===== src/imf_pkg.sv =====
`timescale 1ns / 1ps

package imf_pkg;

  // lattice side, power of two
  localparam int SIDE  = 64;
  localparam int ROW_W = $clog2(SIDE);
  localparam int SITES = SIDE * SIDE;

  localparam int CFG_W     = 24;
  localparam int CFG_IDX_W = 3;
  localparam int RND_W     = 16;
  localparam int FRAC_W    = 16;
  localparam int DE_W      = 5;
  localparam int E_W       = 32;
  localparam int SQ_W      = 40;
  localparam int MAG_W     = 14;

  localparam int IN_W        = 32;
  localparam int IN_ROW_LSB  = 0;
  localparam int IN_COL_LSB  = 6;
  localparam int IN_RND_LSB  = 12;

  localparam int OUT_W       = 96;
  localparam int OUT_ACC_LSB = 0;
  localparam int OUT_DE_LSB  = 1;
  localparam int OUT_E_LSB   = 6;
  localparam int OUT_SQ_LSB  = 38;
  localparam int OUT_MAG_LSB = 78;

  localparam logic [CFG_W-1:0] ONE_FACTOR = CFG_W'(65536);

  localparam logic OP_FLIP  = 1'b0;
  localparam logic OP_CLEAR = 1'b1;

  localparam logic signed [DE_W-1:0] DE_M8 = DE_W'(-8);
  localparam logic signed [DE_W-1:0] DE_M4 = DE_W'(-4);
  localparam logic signed [DE_W-1:0] DE_P4 = DE_W'(4);
  localparam logic signed [DE_W-1:0] DE_P8 = DE_W'(8);

  typedef enum logic [CFG_IDX_W-1:0] {
    REG_DE_M8     = 3'd0,
    REG_DE_M4     = 3'd1,
    REG_DE_P4     = 3'd2,
    REG_DE_P8     = 3'd3,
    REG_SPIN_UP   = 3'd4,
    REG_SPIN_DOWN = 3'd5
  } cfg_reg_t;

  typedef struct packed {
    logic                   load;
    logic signed [DE_W-1:0] de;
    logic                   spin_up;
    logic [RND_W-1:0]       rnd;
  } acc_ctl_t;

  typedef struct packed {
    logic                   clear;
    logic                   update;
    logic signed [DE_W-1:0] de;
    logic                   spin_up;
  } stats_ctl_t;

endpackage


===== src/imf_stats.sv =====
`timescale 1ns / 1ps

module imf_stats (
  input  logic                             clk,
  input  logic                             rst,
  input  imf_pkg::stats_ctl_t              ctl,
  output logic signed [imf_pkg::E_W-1:0]   energy,
  output logic [imf_pkg::SQ_W-1:0]         sq_energy,
  output logic signed [imf_pkg::MAG_W-1:0] mag
);

  import imf_pkg::*;

  logic signed [E_W:0]  e_wide;
  logic [SQ_W:0]        sq_wide;
  logic [DE_W-2:0]      de_abs;
  logic [2*DE_W-3:0]    de_sq;
  logic signed [E_W-1:0] e_sat;
  logic [SQ_W-1:0]      sq_sat;

  assign e_wide = (E_W+1)'(energy) + (E_W+1)'(ctl.de);
  assign e_sat  = (e_wide[E_W] != e_wide[E_W-1])
                ? (e_wide[E_W] ? {1'b1, {(E_W-1){1'b0}}} : {1'b0, {(E_W-1){1'b1}}})
                : e_wide[E_W-1:0];

  assign de_abs  = ctl.de[DE_W-1] ? (DE_W-1)'(-ctl.de) : ctl.de[DE_W-2:0];
  assign de_sq   = de_abs * de_abs;
  assign sq_wide = {1'b0, sq_energy} + (SQ_W+1)'(de_sq);
  assign sq_sat  = sq_wide[SQ_W] ? {SQ_W{1'b1}} : sq_wide[SQ_W-1:0];

  always_ff @(posedge clk) begin
    if (rst || ctl.clear) begin
      energy    <= '0;
      sq_energy <= '0;
      mag       <= MAG_W'(SITES);
    end else if (ctl.update) begin
      energy    <= e_sat;
      sq_energy <= sq_sat;
      mag       <= ctl.spin_up ? mag - MAG_W'(2) : mag + MAG_W'(2);
    end
  end

endmodule


===== config.mk =====
export PLATFORM = sky130hd
export DESIGN_NAME = imf_stats
export DESIGN_NICKNAME = d
export VERILOG_FILES = /design/src/imf_pkg.sv /design/src/imf_stats.sv
export SDC_FILE = /design/constraint.sdc
export NUM_CORES = 1
export LEC_CHECK = 0
export ABC_AREA = 1
export BUFFER_PORTS_ARGS = -buffer_cell sky130_fd_sc_hd__buf_4
export CAP_MARGIN = 15
export CORE_ASPECT_RATIO = 0.5
export CORE_MARGIN = 10
export CORE_UTILIZATION = 60
export CTS_BUF_LIST = sky130_fd_sc_hd__clkbuf_4
export CTS_CLUSTER_DIAMETER = 60
export DETAILED_ROUTE_END_ITERATION = 10
export PLACE_DENSITY = 0.82
export SLEW_MARGIN = 25
export SYNTH_ARGS = -nofsm -noshare
export SYNTH_HDL_FRONTEND = slang
export SYNTH_SLANG_ARGS = --single-unit

===== constraint.sdc =====
create_clock -name clk -period 4.4 [get_ports clk]
set_input_delay 0.88 -clock clk [delete_from_list [all_inputs] [get_ports clk]]
set_output_delay 0.88 -clock clk [all_outputs]
set_load 0.01 [all_outputs]

Word level (Yosys, flattened, before mapping). Index checks and enable logic that the tools add are counted.

Bits in registers: 86. Input bits: 10. Output and inout port bits: 86.

$mul: 1. Muxes and demuxes: 5. $add $sub $neg: 5. Reductions and logical operators: 1. Equal/unequal tests: 1.

Operators with widths (count): $mux W32 (2); $add A40 B8 Y41 (1); $mux W40 (1); $add A32 B5 Y33 (1); $add A14 B3 Y14 const B (1); $mux W14 (1); $sub A14 B3 Y14 const B (1); $mul A4 B4 Y8 (1); $mux W4 (1); $neg A4 Y4 (1); $logic_or A1 B1 Y1 (1); $ne A1 B1 Y1 (1).

Longest topological paths before layout.
Depth in word-level cells: 5. Mapped depth: 24. Depth with buffers taken out: 23.

Worst setup path before layout. No wires, ideal clock.

Kind: input-to-reg. Start point: input ctl[2] (netlist name). End point: register sq_energy[35] (netlist name). Setup slack: 675 ps. Data arrival time: 3612 ps. Path buffers: 1. Stages on the path: 21. Setup time: 113 ps. Cells stage by stage: inv_1 -> ha_1 -> inv_1 -> nand2_1 -> or2_2 -> nand2_1 -> nand2_1 -> fa_1 -> inv_1 -> ha_1 -> a21oi_1 -> o21ai_1 -> a21oi_1 -> nand2_2 -> nand2_2 -> nor2_2 -> nand2_2 -> buf_6 -> nand2_1 -> o21ai_1 -> inv_1.

Cells in the longest elaborated chain, start to end: 5.

RTL lines: from (decl) (line imf_stats.sv:6) `input imf_pkg::stats_ctl_t ctl,`; $neg A4 Y4 (line imf_stats.sv:26) `assign de_abs = ctl.de[DE_W-1] ? (DE_W-1)'(-ctl.de) : ctl.de[DE_W-2:0];`; $mux W4 * (line imf_stats.sv:26); $mul A4 B4 Y8 * (line imf_stats.sv:27) `assign de_sq = de_abs * de_abs;`; $add A40 B8 Y41 * (line imf_stats.sv:28) `assign sq_wide = {1'b0, sq_energy} + (SQ_W+1)'(de_sq);`; $mux W40 * (line imf_stats.sv:29) `assign sq_sat = sq_wide[SQ_W] ? {SQ_W{1'b1}} : sq_wide[SQ_W-1:0];`; to (signal assigned) (line imf_stats.sv:38) `sq_energy <= sq_sat;`; to (decl) (line imf_stats.sv:8) `output logic [imf_pkg::SQ_W-1:0] sq_energy,`.

Mark *: on every way between the ends. The rest lies on a longest branch, timed or not. A chain may end at the register's enable or synchronous reset.

Worst setup path in the final report.
Start point: input ctl[1] (netlist name). End point: register sq_energy[17] (netlist name).

The elaborated chain is that of the path after synthesis.

==> results.txt <==
PortBufs: 94
# setup viols final: 0
Worst Tran Pin Value: 0.998 ns
clock latency on the worst-skew pair: 0.46 ns
area share of the largest cell type after synthesis: 23.0%
placed cell area: 8200 sq um
fin nets: 1313
Vias per Instance: 5.52
I/O pin total: 96
Setup Fix Bufs, Post-CTS: 0
Syn-to-layout area delta: 12.8%
First DRT Iteration DRCs: 514
GRT Util Overall: 22.9%
Post-Syn Instances: 1159
hold path cells: 2
Routed WL per cell: 14.6 um
synthesis-stage register bit count: 85
outcome: finished clean
Crit. End Element: register
Root Buffer: clkbuf_4
worst path required time: 4.78 ns
HP Class: register to register
Clk pin slew, worst setup/hold paths: 0.15 ns
Final Max Tran Viols: 0
crit path DAT: 4.19 ns
most frequent cells in the layout: nand2_1, inv_1, nor2_1, buf_4, dfxtp_1
CTS tree: done
mean area per synthesized cell: 6.37 sq um
First-pass DRT Iterations: 5
fraction of final layout cells with drive strength greater than 1: 15.1%
WS Path Type: input pin to register
leakage: 4.24 nW
Yosys cell types: 44
Max Root-Sink Buffers: 2
most common cell after layout, fill and taps aside: nand2_1
die area: 17400 sq um
RSZ-0062 raised after global routing: no
minimum clock period: 3.82 ns
# diodes: 0
Syn Nets: 1230
Cell Area, Synth: 7390 sq um
worst clock skew: 0.0139 ns
top cell type by total area after synthesis: dfxtp_1
post-route cell area: 8340 sq um
largest net degree at the start of global routing: 73
initial antenna violation count: 0
CORE AREA: 11900 sq um
CTS Buf Count: 9
Synth area leaders: dfxtp_1, nand2_1, ha_1, inv_1, nor2_1
fin crit share: 86.7%
post-CTS resize count: 0
grt ovf: 0
reg2reg path depth: 16
Final ANT Viol Nets: 0
Clock Sinks: 85
Hold Fails Final Rpt: 0
Routability Congestion: 0.983
Fill cells: 1129
Slew HR: 33.4%
final WL: 20700 um
Initial Utilization: 62.0%
Die W: 177 um
max_cap viols: 0
sequential fraction of the synthesis area: 23.0%
crit-path max FO: 16
dpl hpwl: 15900 um
Die H: 98.5 um
VDD IR max: 126 uV
first-pass GRT wire length: 34200 um
Max Freq: 0.262 GHz
Pwr per Cell Area: 228 nW/um^2
Via Count: 7795
# H-tree levels: 3
# rows: 28
Setup TNS: 0 ns
Syn. warnings: 0
drc violations: 0
CTS hold repair buffers: 0
Setup crit start kind: input pin
vias in the first global route: 7175
## final timing paths
check,slack [ns],end,from
worst min register to register,0.51,mag[13]$_SDFFE_PP0P_,mag[13]$_SDFFE_PP0P_
worst max register to register,1.42,energy[29]$_SDFFE_PP0P_,energy[0]$_SDFFE_PP0P_
worst max-delay path,0.58,sq_energy[17]$_SDFFE_PP0P_,ctl[1]
worst min-delay path,0.51,mag[13]$_SDFFE_PP0P_,mag[13]$_SDFFE_PP0P_
## critical path: stages
cell and delay, ns:
buf_4 0.12, inv_1 0.08, ha_1 0.19, inv_1 0.05, nand2_1 0.06, or2_2 0.28
nand2_1 0.11, nand2_1 0.08, fa_1 0.49, inv_1 0.04, ha_1 0.35, a21oi_1 0.25
o21ai_1 0.11, a21oi_1 0.22, nand2_2 0.16, nand2_2 0.12, nor2_2 0.04, nand2_2 0.15
buf_12 0.18, nand2_1 0.06, o21ai_1 0.12, inv_1 0.05
## sequential cells by signal, summed over array words and instances, names as in the netlist
register / count
sq_energy: 40
energy: 32
mag: 13
## synth_stat cells, drive strengths merged
| cell | number |
|---|---|
| nand2 | 328 |
| inv | 146 |
| nor2 | 122 |
| a21oi | 106 |
| dfxtp | 85 |
| o21ai | 84 |
| nand3 | 69 |
| ha | 57 |
| xor2 | 29 |
| nor3 | 21 |
| clkbuf | 17 |
| xnor2 | 14 |
| buf | 12 |
| nand4 | 12 |
| o21bai | 9 |
| nand3b | 6 |
| nor4 | 6 |
| or2 | 6 |
| a21o | 5 |
| a31oi | 5 |
| fa | 4 |
| o211ai | 4 |
| a211oi | 3 |
| o21a | 3 |
| o221ai | 2 |
| and3 | 1 |
| conb | 1 |
| nor3b | 1 |
| o31ai | 1 |
## cell families after synthesis
group / Yosys count / synth area share, %
fa+ha+maj: 61 / 10.7
buf+inv: 175 / 9.77
other cells: 1 / 0.0508
xor+xnor: 43 / 5.10
compound gates: 222 / 17.9
simple gates: 572 / 33.4
flops: 85 / 23.0
## report_power, final
group / total, mW / internal [mW] / switching [mW]
Sequential: 0.820 / 0.797 / 0.0230
Clock: 0.484 / 0.178 / 0.306
Combinational: 0.593 / 0.213 / 0.380
Total: 1.90 / 1.19 / 0.709
## cell type report
class	count	area [sq um]	share of cell area, %
Clock inverter	5	61.3	0.736
Clock buffer	10	75.1	0.901
Tap cell	165	206	2.48
Sequential cell	85	1700	20.4
Inverter	146	548	6.57
Timing Repair Buffer	101	771	9.25
Multi-Input combinational cell	899	4970	59.7
## through the flow
| stage | power, mW | hold WS (ns) | utilization, % | std cells | setup WS [ns] |
|---|---|---|---|---|---|
| finish | 1.90 | 0.515 | 70.0 | 1411 | 0.584 |
| global route | 2.02 | 0.556 | 70.0 | 1411 | 0.317 |
| CTS | 1.91 | 0.515 | 70.0 | 1411 | 0.628 |
| detailed placement | 1.42 | 0.492 | 68.8 | 1396 | 0.129 |
| global placement | 1.41 | 0.478 | 68.8 | 1396 | 0.286 |
| floorplan | 1.27 | 0.513 | - | 1159 | 0.675 |
## routing by layer
metal  track usage [%]  up-vias  routed length [um]
met4              4.95        0                 291
met1              29.5     3591                9420
met3              4.72       32                1340
met5                 0        -                   0
met2              38.9      236                9620
li1                  -     3936                   -
No activity file was read; power rests on OpenSTA's default activity.
