<file path="config.mk">
export PLATFORM = sky130hd
export DESIGN_NAME = imf_accept
export DESIGN_NICKNAME = d
export VERILOG_FILES = /design/src/imf_pkg.sv /design/src/imf_accept.sv
export SDC_FILE = /design/constraint.sdc
export NUM_CORES = 2
export LEC_CHECK = 0
export BUFFER_PORTS_ARGS = -buffer_cell sky130_fd_sc_hd__buf_2
export CAP_MARGIN = 0
export CORE_MARGIN = 1
export CORE_UTILIZATION = 58
export DETAILED_ROUTE_END_ITERATION = 8
export GPL_TIMING_DRIVEN = 1
export PLACE_DENSITY = 0.84
export REMOVE_ABC_BUFFERS = 1
export SLEW_MARGIN = 20
export SYNTH_ARGS = -nofsm -noshare
export SYNTH_HDL_FRONTEND = slang
export SYNTH_SLANG_ARGS = --single-unit
</file>
<file path="constraint.sdc">
create_clock -name clk -period 20.5 [get_ports clk]
set_input_delay 0 -clock clk [delete_from_list [all_inputs] [get_ports clk]]
set_output_delay 0 -clock clk [all_outputs]
set_load 0.03 [all_outputs]
</file>
<file path="src/imf_pkg.sv">
`timescale 1ns / 1ps

package imf_pkg;

  // lattice side, power of two
  localparam int SIDE  = 64;
  localparam int ROW_W = $clog2(SIDE);
  localparam int SITES = SIDE * SIDE;

  localparam int CFG_W     = 24;
  localparam int CFG_IDX_W = 3;
  localparam int RND_W     = 16;
  localparam int FRAC_W    = 16;
  localparam int DE_W      = 5;
  localparam int E_W       = 32;
  localparam int SQ_W      = 40;
  localparam int MAG_W     = 14;

  localparam int IN_W        = 32;
  localparam int IN_ROW_LSB  = 0;
  localparam int IN_COL_LSB  = 6;
  localparam int IN_RND_LSB  = 12;

  localparam int OUT_W       = 96;
  localparam int OUT_ACC_LSB = 0;
  localparam int OUT_DE_LSB  = 1;
  localparam int OUT_E_LSB   = 6;
  localparam int OUT_SQ_LSB  = 38;
  localparam int OUT_MAG_LSB = 78;

  localparam logic [CFG_W-1:0] ONE_FACTOR = CFG_W'(65536);

  localparam logic OP_FLIP  = 1'b0;
  localparam logic OP_CLEAR = 1'b1;

  localparam logic signed [DE_W-1:0] DE_M8 = DE_W'(-8);
  localparam logic signed [DE_W-1:0] DE_M4 = DE_W'(-4);
  localparam logic signed [DE_W-1:0] DE_P4 = DE_W'(4);
  localparam logic signed [DE_W-1:0] DE_P8 = DE_W'(8);

  typedef enum logic [CFG_IDX_W-1:0] {
    REG_DE_M8     = 3'd0,
    REG_DE_M4     = 3'd1,
    REG_DE_P4     = 3'd2,
    REG_DE_P8     = 3'd3,
    REG_SPIN_UP   = 3'd4,
    REG_SPIN_DOWN = 3'd5
  } cfg_reg_t;

  typedef struct packed {
    logic                   load;
    logic signed [DE_W-1:0] de;
    logic                   spin_up;
    logic [RND_W-1:0]       rnd;
  } acc_ctl_t;

  typedef struct packed {
    logic                   clear;
    logic                   update;
    logic signed [DE_W-1:0] de;
    logic                   spin_up;
  } stats_ctl_t;

endpackage

</file>
<file path="src/imf_accept.sv">
`timescale 1ns / 1ps

module imf_accept (
  input  logic                           clk,
  input  logic                           rst,
  input  logic                           cfg_we,
  input  logic [imf_pkg::CFG_IDX_W-1:0]  cfg_addr,
  input  logic [imf_pkg::CFG_W-1:0]      cfg_wdata,
  input  imf_pkg::acc_ctl_t              ctl,
  output logic                           accept
);

  import imf_pkg::*;

  logic [CFG_W-1:0]   f_m8, f_m4, f_p4, f_p8, f_up, f_dn;
  logic [CFG_W-1:0]   fe, fs, fe_q, fs_q;
  logic [2*CFG_W-1:0] product_q, thresh;

  always_ff @(posedge clk) begin
    if (rst) begin
      f_m8 <= ONE_FACTOR;
      f_m4 <= ONE_FACTOR;
      f_p4 <= ONE_FACTOR;
      f_p8 <= ONE_FACTOR;
      f_up <= ONE_FACTOR;
      f_dn <= ONE_FACTOR;
    end else if (cfg_we) begin
      unique case (cfg_addr)
        REG_DE_M8:     f_m8 <= cfg_wdata;
        REG_DE_M4:     f_m4 <= cfg_wdata;
        REG_DE_P4:     f_p4 <= cfg_wdata;
        REG_DE_P8:     f_p8 <= cfg_wdata;
        REG_SPIN_UP:   f_up <= cfg_wdata;
        REG_SPIN_DOWN: f_dn <= cfg_wdata;
        default: ;
      endcase
    end
  end

  always_comb begin
    unique case (ctl.de)
      DE_M8:   fe = f_m8;
      DE_M4:   fe = f_m4;
      DE_P4:   fe = f_p4;
      DE_P8:   fe = f_p8;
      default: fe = ONE_FACTOR;
    endcase
    fs = ctl.spin_up ? f_up : f_dn;
  end

  always_ff @(posedge clk) begin
    if (ctl.load) begin
      fe_q <= fe;
      fs_q <= fs;
    end
    product_q <= fe_q * fs_q;
  end

  // random fraction aligned to the u16.32 product
  assign thresh = (2*CFG_W)'({ctl.rnd, FRAC_W'(0)});
  assign accept = thresh < product_q;

endmodule

</file>
; Yosys cells after proc, flatten, opt, wreduce, memory -nomap -nowiden
; Index checks and enable logic that the tools add are counted.
[word_totals]
reg_bits = 240
latchBits = 0
ram_bits = 0
mem_bits_ro = 0
input_bits = 53
output_inout_bits = 1
elab_cells = 29
mem_count = 0
[classes]
n_addsub = 0
mul = 1
div_mod_pow = 0
magnitude_cmp = 1
n_eq_ne = 9
shifts = 0
muxes = 2
bitwise = 0
n_reduce_logical = 7
[op_table]
columns = cell, n
row1 = one-hot mux 24 bit (4 select lines), 1
row2 = < comparator 32 x 48 -> 1 bit, 1
row3 = multiplier 24 x 24 -> 48 bit, 1
row4 = two-way mux 24 bit, 1
row5 = AND reduction 2 bit, 6
row6 = == test 5 bit (second input constant), 2
row7 = == test 3 x 2 -> 1 bit (second input constant), 2
row8 = == test 3 bit (second input constant), 2
row9 = == test 5 x 3 -> 1 bit (second input constant), 1
row10 = == test 5 x 4 -> 1 bit (second input constant), 1
row11 = == test 3 x 1 -> 1 bit (second input constant), 1
row12 = logical NOT 3 bit, 1

; Depth between registers and ports, before layout
[depth]
word_depth = 2
mapped_depth = 27

; Worst setup path after synthesis
; Ideal clock, no wire load.
[synth_path]
kind = register to register
from = reg fe_q[19]
to = reg product_q[47]
t_arrival_ns = 6.379
required_ns = 20.372
setup_slack_ns = 13.993
stages_incl_launch_ff = 26
path_buffers = 2
synth_period_minus_slack_ns = 6.507
cell_sequence = edfxtp_1 -> clkbuf_1 -> nand2_1 -> fa_1 -> inv_1 -> fa_1 -> inv_1 -> fa_1 -> inv_1 -> fa_1 -> fa_1 -> fa_1 -> inv_1 -> fa_1 -> inv_1 -> ha_1 -> clkbuf_1 -> a21oi_1 -> o21ai_0 -> a31oi_1 -> o21ai_0 -> o211ai_1 -> o21ai_1 -> a311oi_2 -> mux2i_1 -> nand4_1
[synth_via]
elab_chain_len = 1
[synth_rtl]
columns = item, line_no
row1 = from (decl), imf_accept.sv:16  ; logic [CFG_W-1:0] fe, fs, fe_q, fs_q;
row2 = from (signal assigned), imf_accept.sv:53  ; fe_q <= fe;
row3 = multiplier 24 x 24 -> 48 bit, imf_accept.sv:56  ; product_q <= fe_q * fs_q;
row4 = to (signal assigned), imf_accept.sv:56
row5 = to (decl), imf_accept.sv:17  ; logic [2*CFG_W-1:0] product_q, thresh;
; No other way between the ends.
; A chain may end at the register's enable or synchronous reset.

; Worst setup path after layout
[layout_path]
from = reg fs_q[12]
to = reg product_q[47]
[layout_via]
elab_chain_len = 1
[layout_rtl]
columns = item, line_no
row1 = from (decl), imf_accept.sv:16
row2 = from (signal assigned), imf_accept.sv:54  ; fs_q <= fs;
row3 = multiplier 24 x 24 -> 48 bit, imf_accept.sv:56
; No other way between the ends.

==> results.py <==
metrics = {
    "clock_tree": {
        "htree_levels": 1,
        "clk_path_buf_depth": 3,
        "cts_tree": "built",
        "numCtsBuffers": 25,
        "post_cts_buffers": 0,
        "path_clk_slew_ns": 0.06,
        "clock-sinks": 240,
        "cts_root_buf": "clkbuf_16",
        "insertion_delay_ns": 0.57,
    },
    "yosys": {
        "yosysUniqueCellTypes": 59,
        "synth_top_family_by_area": "adder cells",
        "yosys.area_share.simple_pct": 17.04,
        "mappedNetlistArea_um2": 27440,
        "synth-compound-area-share_pct": 7.409,
        "synthAdderAreaFrac_pct": 43.82,
        "synth-edff-count": 48,
        "avgSynthCellArea_um2": 9.078,
        "ys_async_sr_fraction_pct": 0,
        "synth_seq_area_share_pct": 19.26,
        "synth_ff_type": "dfxtp_1",
        "ys_seq_elements": 240,
        "synth_cells": 3023,
        "ys_warn_count": 0,
        "synthXorXnorAreaFrac_pct": 1.436,
        "muxShareOfSynthArea_pct": 1.058,
    },
    "pwr": {
        "intPower_mw": 1.730,
        "power.total_mw": 3.306,
        "leakagePower_nw": 13.77,
        "ir_drop_mv": 0.1483,
        "clkPwrFrac_pct": 13.8,
        "p_comb_share_pct": 68.1,
        "net-switching-power_mw": 1.575,
        "sequentialPowerShare_pct": 18.1,
        "p_per_area_nw_per_um2": 113.3,
        "swShare_pct": 47.65,
    },
    "layout": {
        "fin_nets": 3717,
        "n_antenna_cell": 0,
        "final_cell_mix": "nand2_1 (596), inv_1 (563), fa_1 (482)",
        "layout_commonest_cell": "nand2_1",
        "synthToLayoutAreaGrowth_pct": 6.315,
        "drive_gt1_share_pct": 5.314,
        "fillers": 3684,
    },
    "worst_setup_path": {
        "cp-start-kind": "register",
        "critPathCapture": "product_q[47]",
        "critical-path-top-delay-family": "adder cells",
        "r2r_slack_ns": 12.64,
        "r2r_cells": 21,
        "arrival_ns": 8.31,
        "startpoint": "fs_q[12]",
        "cp-end-kind": "register",
        "path_depth": 21,
        "critPathBufInv": 4,
        "cp_cell_sequence": "nand2_1, fa_1, fa_1, fa_1, inv_1, fa_1, inv_1, fa_1, fa_1, fa_1, inv_1, ha_1, inv_1, nor4_1, nand2_1, a21oi_1, o211ai_1, o21ai_1, a311oi_2, mux2i_1, nand4_1",
        "crit_fanout": 24,
        "crit_type": "register to register",
        "cp_common_cell": "fa_1",
        "cp.required_ns": 20.94,
        "max_stage_delay_ns": 1.17,
        "rr_startpoint": "fs_q[12]",
        "r2r_end": "product_q[47]",
        "critPathSlowestCell": "edfxtp_1",
    },
    "routing": {
        "vias": 20820,
        "detail-route-antenna-nets": 0,
        "firstDrtPassIters": 8,
        "wl_per_cell_um": 18.97,
        "drc": 2,
        "via_per_inst": 5.755,
        "first_iter_violations": 1673,
        "drt_wl_total_um": 68620,
    },
    "placed_design": {
        "gp_congestion": 0.9152,
        "dp_hpwl_um": 49580,
        "io_buffers": 53,
    },
    "die": {
        "die_w_um": 219.5,
        "start_util_pct": 58.82,
        "core-area_um2": 46650,
        "io_pins": 54,
        "placementRows": 79,
        "die_area_um2": 48190,
        "die-height_um": 219.5,
    },
    "global_route": {
        "grt_max_degree": 101,
        "grt_pass1_wl_um": 111100,
        "grt_overflow_total": 0,
        "antenna_found_initial": 0,
        "first_global_vias": 22500,
        "grt_use_total_pct": 29.51,
    },
    "timing": {
        "max-slew-margin-rel_pct": 18.19,
        "totalNegativeSetupSlack_ns": 0,
        "fin_crit_sh_pct": 38.35,
        "worst_pin_slew_ns": 1.227,
        "finalHoldViolations": 5,
        "fin_crit_ns": 7.862,
        "hold_ws_ns": -0.01552,
        "slew_viol_final": 0,
        "rsz0062_at_grt": "false",
        "finalSetupViolations": 0,
        "skew_ns": 0.01739,
        "max_freq_ghz": 0.1272,
    },
    "flow_run": {
        "max-cap-violations": 0,
    },
    "run_status": {
        "violations": "DRC, hold timing",
        "status": "finished, violations left",
    },
    "min_path": {
        "hp-class": "input port to register",
        "hold-path-cell-count": 1,
    },
}
==> cell type report <==
class / count / area, µm² / share of cell area [%]
multi-input combinational: 2056 / 19450 / 66.67
sequential: 240 / 5285 / 18.11
inverter: 563 / 2113 / 7.243
tap: 607 / 759.5 / 2.603
timing repair buffer: 106 / 740.7 / 2.539
clock buffer: 37 / 730.7 / 2.505
clock inverter: 9 / 95.09 / 0.3259
==> Yosys cell counts, types with 8 or more instances <==
master      n  area, µm²
a21oi_1   178      890.9
mux2_2     24      270.3
nor2b_1     8      50.05
ha_1      190       2377
a221o_1    25      250.2
edfxtp_1   48       1441
clkbuf_1  160      600.6
and2_1    304       1902
nor4_1     12      75.07
xor2_1     19      166.4
a22o_1     23      201.4
dfxtp_1   192       3844
inv_1     563       2113
nand3_1    15      75.07
nand4_1     8      50.05
a21o_1     18      135.1
nor2_1     19      71.32
fa_1      482       9649
nand2_1   596       2237
and3_1      8      50.05
xnor2_1    26      227.7
o21ai_0    21      105.1
==> worst reg2reg max path, cell delays in order, from the launching register on <==
cell,delay [ns]
edfxtp_1,1.17
nand2_1,0.20
fa_1,0.61
fa_1,0.44
fa_1,0.51
inv_1,0.05
fa_1,0.53
inv_1,0.05
fa_1,0.50
fa_1,0.44
fa_1,0.49
inv_1,0.04
ha_1,0.42
inv_1,0.14
nor4_1,0.51
nand2_1,0.10
a21oi_1,0.44
o211ai_1,0.25
o21ai_1,0.39
a311oi_2,0.20
mux2i_1,0.19
nand4_1,0.08
==> metrics by stage <==
step	instance area, µm²	std cells	utilization (%)	setup slack, ns
6_report	29180	3618	62.53	12.64
5_1_grt	29180	3618	62.53	12.32
4_1_cts	29160	3618	62.51	12.73
3_5_place_dp	28050	3543	60.11	12.78
3_3_place_gp	28050	3543	60.11	12.86
2_1_floorplan	26820	2859	-	13.98
==> worst min path at each step <==
| stage | from | end | slack [ns] |
|---|---|---|---|
| after global placement | cfg_wdata[14] | f_p4[14] | 0.29 |
| after CTS | cfg_addr[0] | f_p4[9] | 0.04 |
| final | ctl[22] | fs_q[14] | -0.02 |
| after floorplan | rst | f_dn[0] | 0.07 |
| after global routing | ctl[22] | fs_q[14] | 0.009 |
| after detailed placement | cfg_wdata[14] | f_m4[14] | 0.30 |
==> flip-flops by register name (all words and copies together) (netlist names) <==
name / flops
product_q: 48
f_dn: 24
f_m4: 24
f_m8: 24
f_p4: 24
f_p8: 24
f_up: 24
fe_q: 24
fs_q: 24
==> cells by family after synthesis <==
family,after synthesis
XOR/XNOR,45
multiplexers,26
AO/OA/AOI/OAI,318
flip-flops,240
buffers and inverters,727
adder cells (fa/ha/maj),672
AND/OR/NAND/NOR,995
==> timing repair <==
action	in CTS	in global routing
endpoints found under the setup margin	0	0
resized for setup	0	0
hold buffers	29	0
endpoints found under the hold margin	145	0
==> power by group through the flow <==
stage	Combinational (mW)	Sequential, mW	Clock, mW
floorplan	1.66	0.598	0
global placement	2.13	0.607	0
detailed placement	2.22	0.609	0
CTS	2.25	0.599	0.462
global route	2.53	0.605	0.478
finish	2.25	0.599	0.456
==> metal layers <==
metal / GRT usage [%] / wire (µm) / vias to the layer above
met5: 0 / 0 / -
met4: 16.62 / 4070 / 0
met3: 4.624 / 5428 / 308
met2: 51.60 / 34560 / 1059
met1: 34.53 / 24560 / 10340
li1: - / - / 9116
Power figures use the tool's default switching activity.
